## config.mk

```make
export PLATFORM = sky130hd
export DESIGN_NAME = command_line_classifier_top
export DESIGN_NICKNAME = d
export VERILOG_FILES = /design/src/rtl/cmdc_pkg.sv /design/src/rtl/command_line_classifier_top.sv /design/src/rtl/cmdc_front.sv /design/src/rtl/cmdc_fifo.sv /design/src/rtl/cmdc_back.sv
export SDC_FILE = /design/constraint.sdc
export NUM_CORES = 1
export LEC_CHECK = 0
export ABC_CLOCK_PERIOD_IN_PS = 8250
export BUFFER_PORTS_ARGS = -buffer_cell sky130_fd_sc_hd__buf_2
export CAP_MARGIN = 30
export CORE_ASPECT_RATIO = 0.9
export CORE_MARGIN = 2
export CORE_UTILIZATION = 41
export CTS_CLUSTER_DIAMETER = 200
export DETAILED_ROUTE_END_ITERATION = 8
export PLACE_DENSITY = 0.53
export SLEW_MARGIN = 40
export SYNTH_ARGS = -nofsm -noshare
export SYNTH_HDL_FRONTEND = slang
export SYNTH_SLANG_ARGS = --single-unit
```

## constraint.sdc

```tcl
create_clock -name clk -period 8.25 [get_ports clk]
set_input_delay 0.825 -clock clk [delete_from_list [all_inputs] [get_ports clk]]
set_output_delay 0.825 -clock clk [all_outputs]
set_load 0.02 [all_outputs]
```

## src/rtl/cmdc_pkg.sv

```systemverilog
// ----------------------------------------------------------------------------
// Command line classifier package
// Shared constants, event codes and the record type passed front to back.
// ----------------------------------------------------------------------------
package cmdc_pkg;

  // Longest kept line is LINE_CAPACITY-1 bytes.
  localparam int LINE_CAPACITY = 256;
  localparam int CNT_W         = $clog2(LINE_CAPACITY);
  localparam int HEAD_DEPTH    = 9;

  localparam int LIMIT_W       = 16;
  localparam logic [LIMIT_W-1:0] LIMIT_RESET = 16'hFFFF;

  localparam int FIFO_DEPTH    = 4;
  localparam int FIFO_AW       = $clog2(FIFO_DEPTH);

  localparam logic [7:0] BYTE_NEWLINE = 8'd10;
  localparam logic [7:0] BYTE_CR      = 8'd13;
  localparam logic [7:0] BYTE_ZERO    = 8'd0;

  localparam int EVT_W = 3;
  localparam logic [EVT_W-1:0] EVT_NONE      = 3'd0;
  localparam logic [EVT_W-1:0] EVT_STOP      = 3'd1;
  localparam logic [EVT_W-1:0] EVT_HEARTBEAT = 3'd2;
  localparam logic [EVT_W-1:0] EVT_NEXT      = 3'd3;
  localparam logic [EVT_W-1:0] EVT_PREV      = 3'd4;
  localparam logic [EVT_W-1:0] EVT_PLAYPAUSE = 3'd5;

  // One queued record: a finished line and/or a chunk boundary.
  typedef struct packed {
    logic             is_line;
    logic [EVT_W-1:0] code;
    logic             last;
  } evt_rec_t;

endpackage

```

## src/rtl/command_line_classifier_top.sv

```systemverilog
// ----------------------------------------------------------------------------
// Command line classifier top level
// Turns a byte stream of newline-terminated commands into event codes.
// ----------------------------------------------------------------------------
//
//   Channel   Signals                                  Role
//   data      data_valid, data_ready, data_byte,       one stream byte in
//             chunk_last
//   event     event_valid, event_ready, event_code     one event code out
//   cfg       cfg_valid, cfg_ready, cfg_data           events-per-chunk limit
//
// One byte is taken every cycle while the record queue has room. The front
// end updates the line state and, on a newline, classifies the line in the
// same cycle it accepts the byte. A line end or chunk mark enters the
// four-entry record queue; the back end pops each record, applies the chunk
// limit and loads the output register. data_ready drops only when the queue
// is full, which happens only after the event channel has stalled. Reset is
// synchronous; there is no clearing pass. cfg_ready is always high.
//
module command_line_classifier_top import cmdc_pkg::*; (
  input  logic               clk,
  input  logic               rst,
  input  logic               data_valid,
  output logic               data_ready,
  input  logic [7:0]         data_byte,
  input  logic               chunk_last,
  output logic               event_valid,
  input  logic               event_ready,
  output logic [EVT_W-1:0]   event_code,
  input  logic               cfg_valid,
  output logic               cfg_ready,
  input  logic [LIMIT_W-1:0] cfg_data
);

  logic     accept;
  logic     push;
  evt_rec_t push_rec;
  logic     full;
  logic     pop;
  logic     head_valid;
  evt_rec_t head_rec;

  // The front end never waits on anything but space in the queue.
  assign data_ready = !full;
  assign accept     = data_valid && data_ready;
  assign cfg_ready  = 1'b1;

  cmdc_front u_front (
    .clk        (clk),
    .rst        (rst),
    .accept     (accept),
    .data_byte  (data_byte),
    .chunk_last (chunk_last),
    .push       (push),
    .rec        (push_rec)
  );

  cmdc_fifo u_fifo (
    .clk        (clk),
    .rst        (rst),
    .push       (push),
    .push_rec   (push_rec),
    .full       (full),
    .pop        (pop),
    .head_valid (head_valid),
    .head_rec   (head_rec)
  );

  // The back end drains one record per cycle whenever the output register
  // is empty or being taken in the same cycle.
  cmdc_back u_back (
    .clk         (clk),
    .rst         (rst),
    .cfg_write   (cfg_valid && cfg_ready),
    .cfg_data    (cfg_data),
    .head_valid  (head_valid),
    .head_rec    (head_rec),
    .pop         (pop),
    .event_valid (event_valid),
    .event_ready (event_ready),
    .event_code  (event_code)
  );

endmodule

```

## src/rtl/cmdc_front.sv

```systemverilog
// ----------------------------------------------------------------------------
// Command line classifier front end
// Assembles lines byte by byte and classifies each kept line on its newline.
// ----------------------------------------------------------------------------
module cmdc_front import cmdc_pkg::*; (
  input  logic       clk,
  input  logic       rst,
  input  logic       accept,
  input  logic [7:0] data_byte,
  input  logic       chunk_last,
  output logic       push,
  output evt_rec_t   rec
);

  logic [HEAD_DEPTH-1:0][7:0] head_bytes;
  logic [CNT_W-1:0]           line_count;
  logic [CNT_W-1:0]           text_length;
  logic [CNT_W-1:0]           trimmed_length;
  logic                       zero_seen;
  logic                       discard_mode;

  logic is_newline;
  logic kept_line;
  logic has_room;
  logic [EVT_W-1:0] code;

  assign is_newline = (data_byte == BYTE_NEWLINE);
  assign kept_line  = !discard_mode && is_newline;
  assign has_room   = (line_count < CNT_W'(LINE_CAPACITY - 1));

  // The head bytes read here were all written by the current line, since
  // trimmed_length never exceeds the bytes stored before the first zero.
  always_comb begin
    code = EVT_NONE;
    if (trimmed_length == CNT_W'(4) &&
        {head_bytes[0], head_bytes[1], head_bytes[2], head_bytes[3]} == "STOP") begin
      code = EVT_STOP;
    end else if (trimmed_length == CNT_W'(4) &&
        {head_bytes[0], head_bytes[1], head_bytes[2], head_bytes[3]} == "PING") begin
      code = EVT_HEARTBEAT;
    end else if (trimmed_length >= CNT_W'(5) &&
        {head_bytes[0], head_bytes[1], head_bytes[2], head_bytes[3],
         head_bytes[4]} == "HELLO") begin
      code = EVT_HEARTBEAT;
    end else if (trimmed_length == CNT_W'(4) &&
        {head_bytes[0], head_bytes[1], head_bytes[2], head_bytes[3]} == "NEXT") begin
      code = EVT_NEXT;
    end else if (trimmed_length == CNT_W'(4) &&
        {head_bytes[0], head_bytes[1], head_bytes[2], head_bytes[3]} == "PREV") begin
      code = EVT_PREV;
    end else if (trimmed_length == CNT_W'(9) &&
        {head_bytes[0], head_bytes[1], head_bytes[2], head_bytes[3], head_bytes[4],
         head_bytes[5], head_bytes[6], head_bytes[7], head_bytes[8]} == "PLAYPAUSE") begin
      code = EVT_PLAYPAUSE;
    end
  end

  assign push        = accept && (kept_line || chunk_last);
  assign rec.is_line = kept_line;
  assign rec.code    = code;
  assign rec.last    = chunk_last;

  always_ff @(posedge clk) begin
    if (rst) begin
      line_count     <= '0;
      text_length    <= '0;
      trimmed_length <= '0;
      zero_seen      <= 1'b0;
      discard_mode   <= 1'b0;
    end else if (accept) begin
      if (discard_mode) begin
        if (is_newline) begin
          discard_mode <= 1'b0;
        end
      end else if (is_newline) begin
        line_count     <= '0;
        text_length    <= '0;
        trimmed_length <= '0;
        zero_seen      <= 1'b0;
      end else if (has_room) begin
        line_count <= line_count + CNT_W'(1);
        if (!zero_seen) begin
          if (data_byte == BYTE_ZERO) begin
            zero_seen <= 1'b1;
          end else begin
            text_length <= text_length + CNT_W'(1);
            if (data_byte != BYTE_CR) begin
              trimmed_length <= text_length + CNT_W'(1);
            end
          end
        end
      end else begin
        discard_mode   <= 1'b1;
        line_count     <= '0;
        text_length    <= '0;
        trimmed_length <= '0;
        zero_seen      <= 1'b0;
      end
    end
  end

  // Head storage: each entry is written only at its own line position.
  always_ff @(posedge clk) begin
    for (int i = 0; i < HEAD_DEPTH; i++) begin
      if (accept && !discard_mode && !is_newline && has_room &&
          line_count == CNT_W'(i)) begin
        head_bytes[i] <= data_byte;
      end
    end
  end

endmodule

```

## src/rtl/cmdc_fifo.sv

```systemverilog
// ----------------------------------------------------------------------------
// Command line classifier record queue
// Small register queue decoupling line assembly from event delivery.
// ----------------------------------------------------------------------------
module cmdc_fifo import cmdc_pkg::*; (
  input  logic     clk,
  input  logic     rst,
  input  logic     push,
  input  evt_rec_t push_rec,
  output logic     full,
  input  logic     pop,
  output logic     head_valid,
  output evt_rec_t head_rec
);

  evt_rec_t             entries [FIFO_DEPTH];
  logic [FIFO_AW-1:0]   wr_ptr;
  logic [FIFO_AW-1:0]   rd_ptr;
  logic [FIFO_AW:0]     fill;

  assign full       = (fill == (FIFO_AW+1)'(FIFO_DEPTH));
  assign head_valid = (fill != '0);
  assign head_rec   = entries[rd_ptr];

  always_ff @(posedge clk) begin
    if (rst) begin
      wr_ptr <= '0;
      rd_ptr <= '0;
      fill   <= '0;
    end else begin
      if (push) begin
        wr_ptr <= wr_ptr + FIFO_AW'(1);
      end
      if (pop) begin
        rd_ptr <= rd_ptr + FIFO_AW'(1);
      end
      if (push && !pop) begin
        fill <= fill + (FIFO_AW+1)'(1);
      end else if (pop && !push) begin
        fill <= fill - (FIFO_AW+1)'(1);
      end
    end
  end

  always_ff @(posedge clk) begin
    if (push) begin
      entries[wr_ptr] <= push_rec;
    end
  end

`ifndef ASSERT_OFF
  a_no_overflow: assert property (@(posedge clk) disable iff (rst)
    push |-> (!full || pop))
    else $error("record queue written while full");
  a_no_underflow: assert property (@(posedge clk) disable iff (rst)
    pop |-> head_valid)
    else $error("record queue read while empty");
`endif

endmodule

```

## src/rtl/cmdc_back.sv

```systemverilog
// ----------------------------------------------------------------------------
// Command line classifier back end
// Applies the per-chunk event limit and holds the output register.
// ----------------------------------------------------------------------------
module cmdc_back import cmdc_pkg::*; (
  input  logic               clk,
  input  logic               rst,
  input  logic               cfg_write,
  input  logic [LIMIT_W-1:0] cfg_data,
  input  logic               head_valid,
  input  evt_rec_t           head_rec,
  output logic               pop,
  output logic               event_valid,
  input  logic               event_ready,
  output logic [EVT_W-1:0]   event_code
);

  logic [LIMIT_W-1:0] limit;
  logic [LIMIT_W-1:0] chunk_events;
  logic               out_free;
  logic               emit;

  assign out_free = !event_valid || event_ready;
  assign pop      = head_valid && out_free;
  assign emit     = pop && head_rec.is_line && (chunk_events < limit);

  always_ff @(posedge clk) begin
    if (rst) begin
      limit        <= LIMIT_RESET;
      chunk_events <= '0;
      event_valid  <= 1'b0;
    end else begin
      if (cfg_write) begin
        limit <= cfg_data;
      end
      // The line is counted first, then a chunk boundary clears the count.
      if (pop) begin
        if (head_rec.last) begin
          chunk_events <= '0;
        end else if (emit) begin
          chunk_events <= chunk_events + LIMIT_W'(1);
        end
      end
      if (emit) begin
        event_valid <= 1'b1;
      end else if (event_ready) begin
        event_valid <= 1'b0;
      end
    end
  end

  always_ff @(posedge clk) begin
    if (emit) begin
      event_code <= head_rec.code;
    end
  end

`ifndef ASSERT_OFF
  a_code_range: assert property (@(posedge clk) disable iff (rst)
    event_valid |-> (event_code <= EVT_PLAYPAUSE))
    else $error("event code out of range");
  a_last_clears: assert property (@(posedge clk) disable iff (rst)
    (pop && head_rec.last) |=> (chunk_events == '0))
    else $error("chunk boundary did not clear the event count");
  a_emit_shows: assert property (@(posedge clk) disable iff (rst)
    emit |=> event_valid)
    else $error("emitted event not presented");
`endif

endmodule

```

==> flow_summary_export.csv, run 1 <==
group,metric,value,unit
run_status,status,"finished, final reports clean",
die,start_util,42.24,%
final_layout,regArea,4214,um^2
power_and_ir_drop,p_leak,2.965,nW
final_layout,area_growth,12.57,%
route,wirelength,15430,um
synth,synth_nets,682,
critical_path,end_kind,"flop",
clocking,cts_setup_buffers,0,
synth,yosys.area_share.simple,19.62,%
synth,synth_compound_area_share,9.271,%
route,post_drt_wl_per_cell,17.05,um
route,drtAntennaViolNets,0,
global_route,grt_pass1_vias,4697,
die,rows,45,
synth,ys_warn_count,0,
critical_path,crit_path_max_incr_delay,600,ps
timing,grt_setup_unrepaired,"false",
synth,yosysSeqAreaShare,58.47,%
clocking,cts.repair.resized,0,
placed_design,io_buffers,34,
route,drtIter0Drc,358,
critical_path,path_class,"input pin to flop",
placed_design,dpl_cell_area,7566,um^2
timing,relSlewSlack,48.56,%
clocking,clk_pin_slew,70,ps
clocking,cts_max_path_buffers,2,
die,die_x,143.8,um
timing,fin_crit_sh,42.17,%
timing,finalHoldViolCount,0,
synth,synth_top_area_cell,"edfxtp_1",
route,via_per_inst,5.364,
global_route,grt.total_usage,17.47,%
critical_path,worst_path_max_delay_cell,"or4_4",
route,dr.pass1.iters,5,
synth,synthAdderAreaFrac,4.792,%
die,dieArea,18660,um^2
timing,min_period,3479,ps
synth,synth_mux_area_share,2.674,%
timing,tightest_slew,760.8,ps
die,coreArea,17060,um^2
placed_design,pre_cts_ws,4360,ps
clocking,insertion_delay,430,ps
die,fp.dieH,129.8,um
synth,async_flop_share,0,%
clocking,root_buffer,"clkbuf_16",
final_layout,nNetsFinal,714,
timing,drv_slew,0,
final_layout,n_antenna_cell,0,
synth,synth_area,7207,um^2
route,vias,4854,
synth,netlist_instances,625,
die,io_pins,36,
clocking,clock-sinks,163,
final_layout,drive_gt1_share,12.54,%
synth,synth_top_cell_area_share,39.58,%
global_route,grt-ovfl-total,0,
final_layout,nFillCells,1562,
timing,final.setup_skew,14.62,ps
synth,synth_edf_count,95,
synth,ys.flop_type,"edfxtp_1",
final_layout,fin_area,8113,um^2
synth,synth_top_family_by_area,"simple AND/OR/NAND/NOR gates",
synth,ys_types,69,
synth,postSynthAreaPerCell,11.53,um^2
clocking,h-tree-depth,4,
clocking,cts_buffers,17,
timing,fin_ws,4771,ps
critical_path,worstPathRequired,8600,ps
placed_design,dp.cells,873,
clocking,cts_hold_buffers,0,
placed_design,gp_congestion,0.7617,
timing,setup_tns,0,ps
final_layout,fin_cells,905,
synth,netlist_top_cells_area,"edfxtp_1 40%, dfxtp_1 19%, ha_1 4.5%, nand2_1 3.1%, nor2_1 2.3%",
timing,setup-violations-final,0,
critical_path,cp.arrival,3830,ps
synth,synth_xor_xnor_area_share,1.944,%
final_layout,multi_input_area,2764,um^2
power_and_ir_drop,cellPowerDensity,246.8,nW/um^2
route,drc,0,
global_route,antenna_found_initial,0,
critical_path,start_kind,"input pin",
critical_path,cp_max_fo,10,
global_route,grt_pass1_wl,24700,um
clocking,cts_tree,"done",
power_and_ir_drop,peakVddDrop,0.1452,mV
power_and_ir_drop,power,2.003,mW
job,maxCapViolations,0,
global_route,grt_max_degree,49,
synth,synth-seq-cells,163,
critical_path,crit_chain,"buf_2 -> or4_4 -> nor4_4 -> and2b_1 -> o21a_2 -> ha_1 -> inv_1 -> fa_1 -> xor2_1 -> or3_1 -> a21oi_1",
timing,fmax,287.5,MHz
worst_hold_path,hp-class,"flop to flop",
placed_design,dp_hpwl,10720,um
[layer usage]
layer / track usage [%] / vias up / share of wire [%]
met5: 0 / - / 0
met4: 5.536 / 0 / 1.0
met3: 4.183 / 12 / 4.0
met2: 26.83 / 86 / 46
met1: 24.61 / 2354 / 49
li1: - / 2402 / -
[Yosys cell counts (7+ instances only)]
| library cell | instances |
|---|---|
| edfxtp_1 | 95 |
| dfxtp_1 | 68 |
| nand2_1 | 60 |
| nor2_1 | 45 |
| nand3_1 | 28 |
| inv_1 | 27 |
| ha_1 | 26 |
| a21oi_1 | 23 |
| nand4_1 | 19 |
| o211ai_1 | 18 |
| and2_1 | 15 |
| clkbuf_1 | 14 |
| o21ai_0 | 13 |
| nor3_1 | 12 |
| nor4_1 | 12 |
| or3_1 | 10 |
| xor2_1 | 10 |
| and3_1 | 9 |
| mux2i_1 | 8 |
| or4_1 | 8 |
| nor4b_1 | 7 |
[metrics by stage]
step	hold WS (ps)	util, %
3_5_place_dp	444.0	44.35
3_3_place_gp	445.4	44.33
2_1_floorplan	428.5	-
6_report	450.4	47.55
5_1_grt	486.4	47.55
4_1_cts	454.3	47.55
[registers in the layout, indices dropped and copies added (netlist names), 2 cells and up, named ones only]
name,flops
u_back.limit,16
u_fifo.fill,3
u_fifo.rd_ptr,2
u_front.head_bytes,72
u_fifo.wr_ptr,2
u_front.text_length,8
u_back.chunk_events,16
u_front.trimmed_length,8
u_fifo.entries,20
u_front.line_count,8
u_back.event_code,3
[cell type report]
type	instances	area share [%]
flip-flops and latches	163	51.94
multi-input cells	411	34.07
clock buffers	18	5.290
well taps	235	3.624
repair buffers	35	2.221
clock inverters	14	1.450
inverters	29	1.403
[cell usage in the layout (no fill, tap or decap), types with 6 or more instances in the layout]
cell type,count
a21oi_1,23
and2_1,15
and3_1,9
buf_2,33
clkbuf_16,17
dfxtp_1,68
edfxtp_1,95
ha_1,26
inv_1,27
inv_6,6
mux2i_1,8
nand2_1,60
nand3_1,28
nand4_1,19
nor2_1,45
nor3_1,12
nor4_1,12
nor4b_1,7
o211ai_1,18
o21ai_0,13
o311ai_0,6
or3_1,10
or4_1,8
xnor2_1,6
xor2_1,10
[worst paths after layout]
kind,startpoint,end,slack [ps],depth (start not counted)
hold / removal,u_front.trimmed_length[5],u_front.trimmed_length[5],450,2
setup reg to reg,u_back.chunk_events[6],u_back.chunk_events[12],5430,8
hold reg to reg,u_front.trimmed_length[5],u_front.trimmed_length[5],450,2
setup / recovery,data_byte[5],u_fifo.fill[2],4770,11
[kinds of logic after synthesis]
family | Yosys count
adders and majority gates | 27
other | 1
buffers and inverters | 51
AOI/OAI and AO/OA | 96
DFF | 163
xor gates and xnor gates | 16
and+or+nand+nor | 257
muxes | 14
[critical path: cells and delay by family]
family / cells / cell delay (ps)
adders and majority gates: 2 / 580
xor gates and xnor gates: 1 / 160
buffers and inverters: 2 / 230
and+or+nand+nor: 4 / 1650
AOI/OAI and AO/OA: 2 / 370
[where the power goes]
group          internal, mW  total, mW  switching, mW  leakage, nW
registers             0.918      0.960         0.0417         1.41
clock network         0.395      0.744          0.350        0.269
logic                 0.105      0.299          0.194         1.29
total                  1.42       2.00          0.585         2.97
Note: power is estimated with default switching activity, not from simulation.
==> run 2, diff against run 1 <==
Settings changed: ABC_CLOCK_PERIOD_IN_PS 8250 to 2900, PLACE_DENSITY 0.53 to 0.55.
Clock period 8.25 ns to 2.9 ns, I/O delays scaled along.
==> flow_summary_export.csv, run 2 (synthesis results as in run 1) <==
group,metric,value,unit
timing,finalHoldViolCount,0,
final_layout,nNetsFinal,732,
timing,relSlewSlack,47.45,%
clocking,clock-sinks,163,
critical_path,worstPathRequired,2980,ps
global_route,use_met1,24.12,%
timing,grt_setup_unrepaired,"false",
critical_path,path_class,"flop to flop",
global_route,gr-usage-met3,4.147,%
route,drtAntennaViolNets,0,
power_and_ir_drop,swShare,29.68,%
clocking,root_buffer,"clkbuf_16",
power_and_ir_drop,intPower,4.106,mW
timing,drv_slew,0,
global_route,antenna_found_initial,0,
timing,final.setup_skew,12.84,ps
power_and_ir_drop,seq_power_share,46.5,%
global_route,grt.total_usage,17.30,%
worst_hold_path,hp-class,"input pin to flop",
global_route,met2_usage,27.09,%
final_layout,area_growth,15.05,%
final_layout,multi_input_area,2771,um^2
die,die_x,143.8,um
final_layout,reg_top3,"u_front.head_bytes x72, u_fifo.entries x20",
global_route,grt_pass1_wl,24940,um
critical_path,start_kind,"flop",
die,rows,45,
timing,min_period,2624,ps
timing,tightest_slew,766.3,ps
power_and_ir_drop,combPwrFrac,15.7,%
die,fp.dieH,129.8,um
power_and_ir_drop,power,5.839,mW
final_layout,mostFrequentLayoutCell,"edfxtp_1",
route,post_drt_wl_per_cell,16.22,um
route,vias,4985,
global_route,grt-ovfl-total,0,
placed_design,dp_hpwl,10670,um
die,coreArea,17060,um^2
critical_path,cp_max_fo,8,
final_layout,n_antenna_cell,0,
global_route,grt.busiest_layer,"met2",
placed_design,io_buffers,34,
route,via_per_inst,5.401,
die,dieArea,18660,um^2
placed_design,gp_congestion,0.8104,
clocking,cts_setup_buffers,0,
final_layout,layout_common_cells,"95 x edfxtp_1, 68 x dfxtp_1, 60 x nand2_1",
route,wirelength,14970,um
final_layout,nFillCells,1530,
power_and_ir_drop,p_leak,3.081,nW
clocking,cts_max_path_buffers,2,
clocking,clk_pin_slew,70,ps
route,drc,0,
job,maxCapViolations,0,
clocking,h-tree-depth,4,
clocking,cts_tree,"done",
timing,fmax,381.1,MHz
final_layout,drive_gt1_share,15.12,%
route,dr.pass1.iters,4,
final_layout,largest-register,"u_front.head_bytes",
critical_path,cp.arrival,2700,ps
run_status,status,"finished, final reports clean",
final_layout,largest_reg_flops,72,
power_and_ir_drop,peakVddDrop,0.4147,mV
timing,setup-violations-final,0,
global_route,grt_pass1_vias,4860,
die,io_pins,36,
timing,fin_crit_sh,90.49,%
power_and_ir_drop,p_clk_share,37.8,%
critical_path,end_kind,"flop",
power_and_ir_drop,power.switching,1.733,mW
power_and_ir_drop,cellPowerDensity,704.2,nW/um^2
die,start_util,42.24,%
timing,setup_tns,0,ps
clocking,cts_buffers,17,
worst_hold_path,whs_path_depth,3,
route,drtIter0Drc,311,
global_route,grt_max_degree,32,
clocking,insertion_delay,430,ps
critical_path,reg2reg_depth,6,
final_layout,regArea,4214,um^2
[run 2: cell types whose count changed in the layout (fill, tap and decap cells not counted), sizes merged]
cell and delta:
buf +18, clkbuf -1, inv +1, clkinv +1
clkinvlp -1
[run 2: per-stage QoR]
stage                     setup WS [ps]  cells  cell area (um^2)  hold WS, ps  util [%]
final                             275.8    923              8292        72.74     48.60
after global routing              60.40    923              8292        75.17     48.60
after CTS                         286.8    923              8284        55.95     48.56
after detailed placement          68.68    891              7699        444.5     45.13
after global placement            115.4    891              7699        446.0     45.13
after floorplan                   29.86    625              7207        388.9         -
[run 2: area by class of cell]
class                      instances  area share, %
clock buffer                      17          5.131
clock inverter                    15          1.931
inverter                          29          1.373
multi-input combinational        411          33.42
sequential                       163          50.82
tap                              235          3.546
timing repair buffer              53          3.772
[run 2: path summary, 6_finish.rpt]
kind	startpoint	slack, ps	endpoint
hold reg to reg	u_front.trimmed_length[5]	450	u_front.trimmed_length[5]
setup / recovery	u_front.line_count[3]	280	u_front.head_bytes[8]
setup reg to reg	u_front.line_count[3]	280	u_front.head_bytes[8]
hold / removal	cfg_data[8]	70	u_back.limit[8]
[run 2: per-layer routing]
layer | wire [um] | vias to the layer above
met1 | 7356 | 2439
met2 | 6927 | 85
met4 | 114 | 0
li1 | - | 2452
met5 | 0 | -
met3 | 572 | 9
[run 2: critical path: stages (launching register included)]
cell	delay, ps
dfxtp_1	370
and4_1	230
and4_1	300
nor2_4	210
nand2_1	160
nor4_1	530
and2_1	470
[run 2: repair_timing]
item | CTS | global route
hold buffers | 0 | 0
setup endpoints to repair | 0 | 4
resized for setup | 0 | 1
[run 2: power groups by stage]
stage                     registers (mW)  logic (mW)  clock network, mW
after global placement              2.76       0.897                  0
after floorplan                     2.76       0.666                  0
after detailed placement            2.77       0.925                  0
final                               2.72       0.917               2.20
after global routing                2.74        1.03               2.35
after CTS                           2.72       0.928               2.25
==> run 3, diff against run 2 <==
Settings changed: ABC_AREA from default to 1.
==> flow_summary_export.csv, run 3 <==
group,metric,value,unit
run_status,status,"finished, final reports clean",
critical_path,crit_path_max_incr_delay,390,ps
final_layout,layout_common_cells,"115 x inv_1, 115 x nand2_1, 104 x nor2_1",
route,drtAntennaViolNets,0,
synth,synth_edf_count,95,
synth,async_flop_share,0,%
final_layout,multi_input_area,2761,um^2
synth,synth_top_cell_area_share,37.92,%
global_route,antenna_found_initial,0,
power_and_ir_drop,intPower,4.323,mW
synth,netlist_instances,825,
die,start_util,42.30,%
critical_path,worst_path_max_delay_cell,"dfxtp_1",
clocking,cts_max_path_buffers,2,
timing,tightest_slew,624.5,ps
timing,setup-violations-final,0,
route,dr.pass1.iters,5,
synth,ys_warn_count,0,
synth,yosysSeqAreaShare,56.02,%
clocking,cts_hold_buffers,0,
route,vias,5715,
global_route,grt.total_usage,17.60,%
final_layout,n_antenna_cell,0,
critical_path,path_class,"flop to flop",
global_route,grt_pass1_wl,27190,um
die,die_x,146.8,um
clocking,insertion_delay,430,ps
timing,fin_crit_sh,84.72,%
timing,min_period,2457,ps
timing,relSlewSlack,58.14,%
route,via_per_inst,5.071,
placed_design,gp_congestion,0.8152,
die,coreArea,17780,um^2
clocking,root_buffer,"clkbuf_16",
timing,finalHoldViolCount,0,
synth,synth_area,7522,um^2
global_route,grt_max_degree,36,
synth,netlist_top_cells_area,"edfxtp_1 38%, dfxtp_1 18%, inv_1 5.7%, nand2_1 5.7%, nor2_1 5.2%",
final_layout,largest-register,"u_front.head_bytes",
route,wirelength,16620,um
route,drtIter0Drc,409,
clocking,cts.repair.resized,0,
power_and_ir_drop,combPwrFrac,22.5,%
die,io_pins,36,
power_and_ir_drop,p_leak,3.481,nW
clocking,h-tree-depth,4,
critical_path,start_kind,"flop",
critical_path,reg2reg_depth,13,
timing,grt_setup_unrepaired,"false",
final_layout,nFillCells,1660,
timing,drv_slew,0,
die,rows,46,
worst_hold_path,hp-class,"input pin to flop",
global_route,grt-ovfl-total,0,
timing,setup_tns,0,ps
synth,postSynthAreaPerCell,9.118,um^2
final_layout,drive_gt1_share,12.06,%
timing,final.setup_skew,10.03,ps
route,drc,0,
placed_design,io_buffers,34,
critical_path,end_kind,"flop",
power_and_ir_drop,swShare,33.73,%
clocking,cts_tree,"done",
critical_path,cp.arrival,2760,ps
clocking,clock-sinks,163,
die,dieArea,19450,um^2
timing,fmax,407.0,MHz
synth,synth_top_area_cell,"edfxtp_1",
worst_hold_path,whs_path_depth,3,
critical_path,cp_max_fo,7,
final_layout,regArea,4214,um^2
synth,synth-seq-cells,163,
synth,synth_nets,882,
clocking,clk_pin_slew,70,ps
critical_path,crit_chain,"inv_1 -> nand3_1 -> nand2_1 -> inv_1 -> o21ai_1 -> inv_1 -> ha_1 -> inv_1 -> fa_1 -> a21oi_1 -> o21ai_0 -> o21ai_0 -> a21oi_1",
power_and_ir_drop,power,6.523,mW
final_layout,area_growth,14.22,%
route,post_drt_wl_per_cell,14.75,um
power_and_ir_drop,seq_power_share,44.0,%
power_and_ir_drop,p_clk_share,33.5,%
synth,ys.flop_type,"edfxtp_1",
clocking,cts_buffers,17,
placed_design,pre_cts_ws,119.0,ps
synth,synth_common_cells,"115 x inv_1, 115 x nand2_1, 104 x nor2_1, 95 x edfxtp_1, 68 x dfxtp_1",
critical_path,crit_top_cell,"inv_1",
critical_path,worstPathRequired,3210,ps
timing,fin_ws,443.2,ps
final_layout,largest_reg_flops,72,
power_and_ir_drop,power.switching,2.200,mW
clocking,cts_setup_buffers,0,
placed_design,dp_hpwl,11990,um
final_layout,reg_top3,"u_front.head_bytes x72, u_fifo.entries x20",
job,maxCapViolations,0,
synth,ys_types,42,
power_and_ir_drop,peakVddDrop,0.4769,mV
power_and_ir_drop,cellPowerDensity,759.2,nW/um^2
final_layout,nNetsFinal,931,
die,fp.dieH,132.5,um
global_route,grt_pass1_vias,5426,
==> run 3: changes by cell type after synthesis, moves of 10 or more <==
cell,change
inv_1,+88
o211ai_1,-17
or3_1,-10
a21oi_1,+40
nor2_1,+59
and2_1,-15
o21ai_0,+27
nand2_1,+55
nand3_1,+32
nor3_1,+22
==> run 3: metrics by stage <==
stage | util [%] | area, um^2 | hold slack (ps) | instances
finish | 48.31 | 8592 | 89.61 | 1127
global route | 48.31 | 8592 | 100.4 | 1127
CTS | 48.31 | 8592 | 69.46 | 1127
detailed placement | 45.05 | 8013 | 462.9 | 1095
global placement | 44.91 | 7988 | 451.2 | 1095
floorplan | - | 7522 | 388.9 | 825
==> run 3: cells by family after synthesis <==
logic type,count (synthesis),synth area share (%)
compound gates,119,8.666
xor+xnor,6,0.6986
fa+ha+maj,27,4.591
buf+inv,138,7.601
flops,163,56.02
other cells,1,0.04985
simple gates,371,22.37
==> run 3: final cells by class <==
cell class,instances,share of cell area [%]
Tap cell,240,3.495
Inverter,117,5.111
Clock inverter,14,1.747
Multi-Input combinational cell,524,32.14
Sequential cell,163,49.05
Clock buffer,18,4.995
Timing Repair Buffer,51,3.466
==> run 3: power groups by stage <==
stage / sequential (mW) / combinational [mW] / clock [mW]
detailed placement: 2.91 / 1.46 / 0
global placement: 2.91 / 1.41 / 0
global route: 2.90 / 1.67 / 2.32
CTS: 2.86 / 1.48 / 2.23
finish: 2.87 / 1.47 / 2.19
floorplan: 2.89 / 1.17 / 0
==> run 3: path summary, 6_finish.rpt <==
check	startpoint	end	slack, ps
max	u_fifo.fill[0]	u_fifo.fill[2]	440
min	cfg_data[9]	u_back.limit[9]	90
max reg2reg	u_fifo.fill[0]	u_fifo.fill[2]	440
min reg2reg	u_fifo.rd_ptr[1]	flop	470
==> run 3: layer usage <==
metal,up-vias,GRT usage (%),wire length [um]
met5,-,0,0
met4,0,5.448,244
met3,21,4.414,791
met2,125,28.12,7734
met1,2669,23.69,7849
li1,2900,-,-
==> run 3: critical path: cells and delay by family (launching register included) <==
| kind | cells | cell delay [ps] |
|---|---|---|
| simple gates | 2 | 210 |
| flops | 1 | 390 |
| buf+inv | 4 | 480 |
| compound gates | 5 | 710 |
| fa+ha+maj | 2 | 540 |
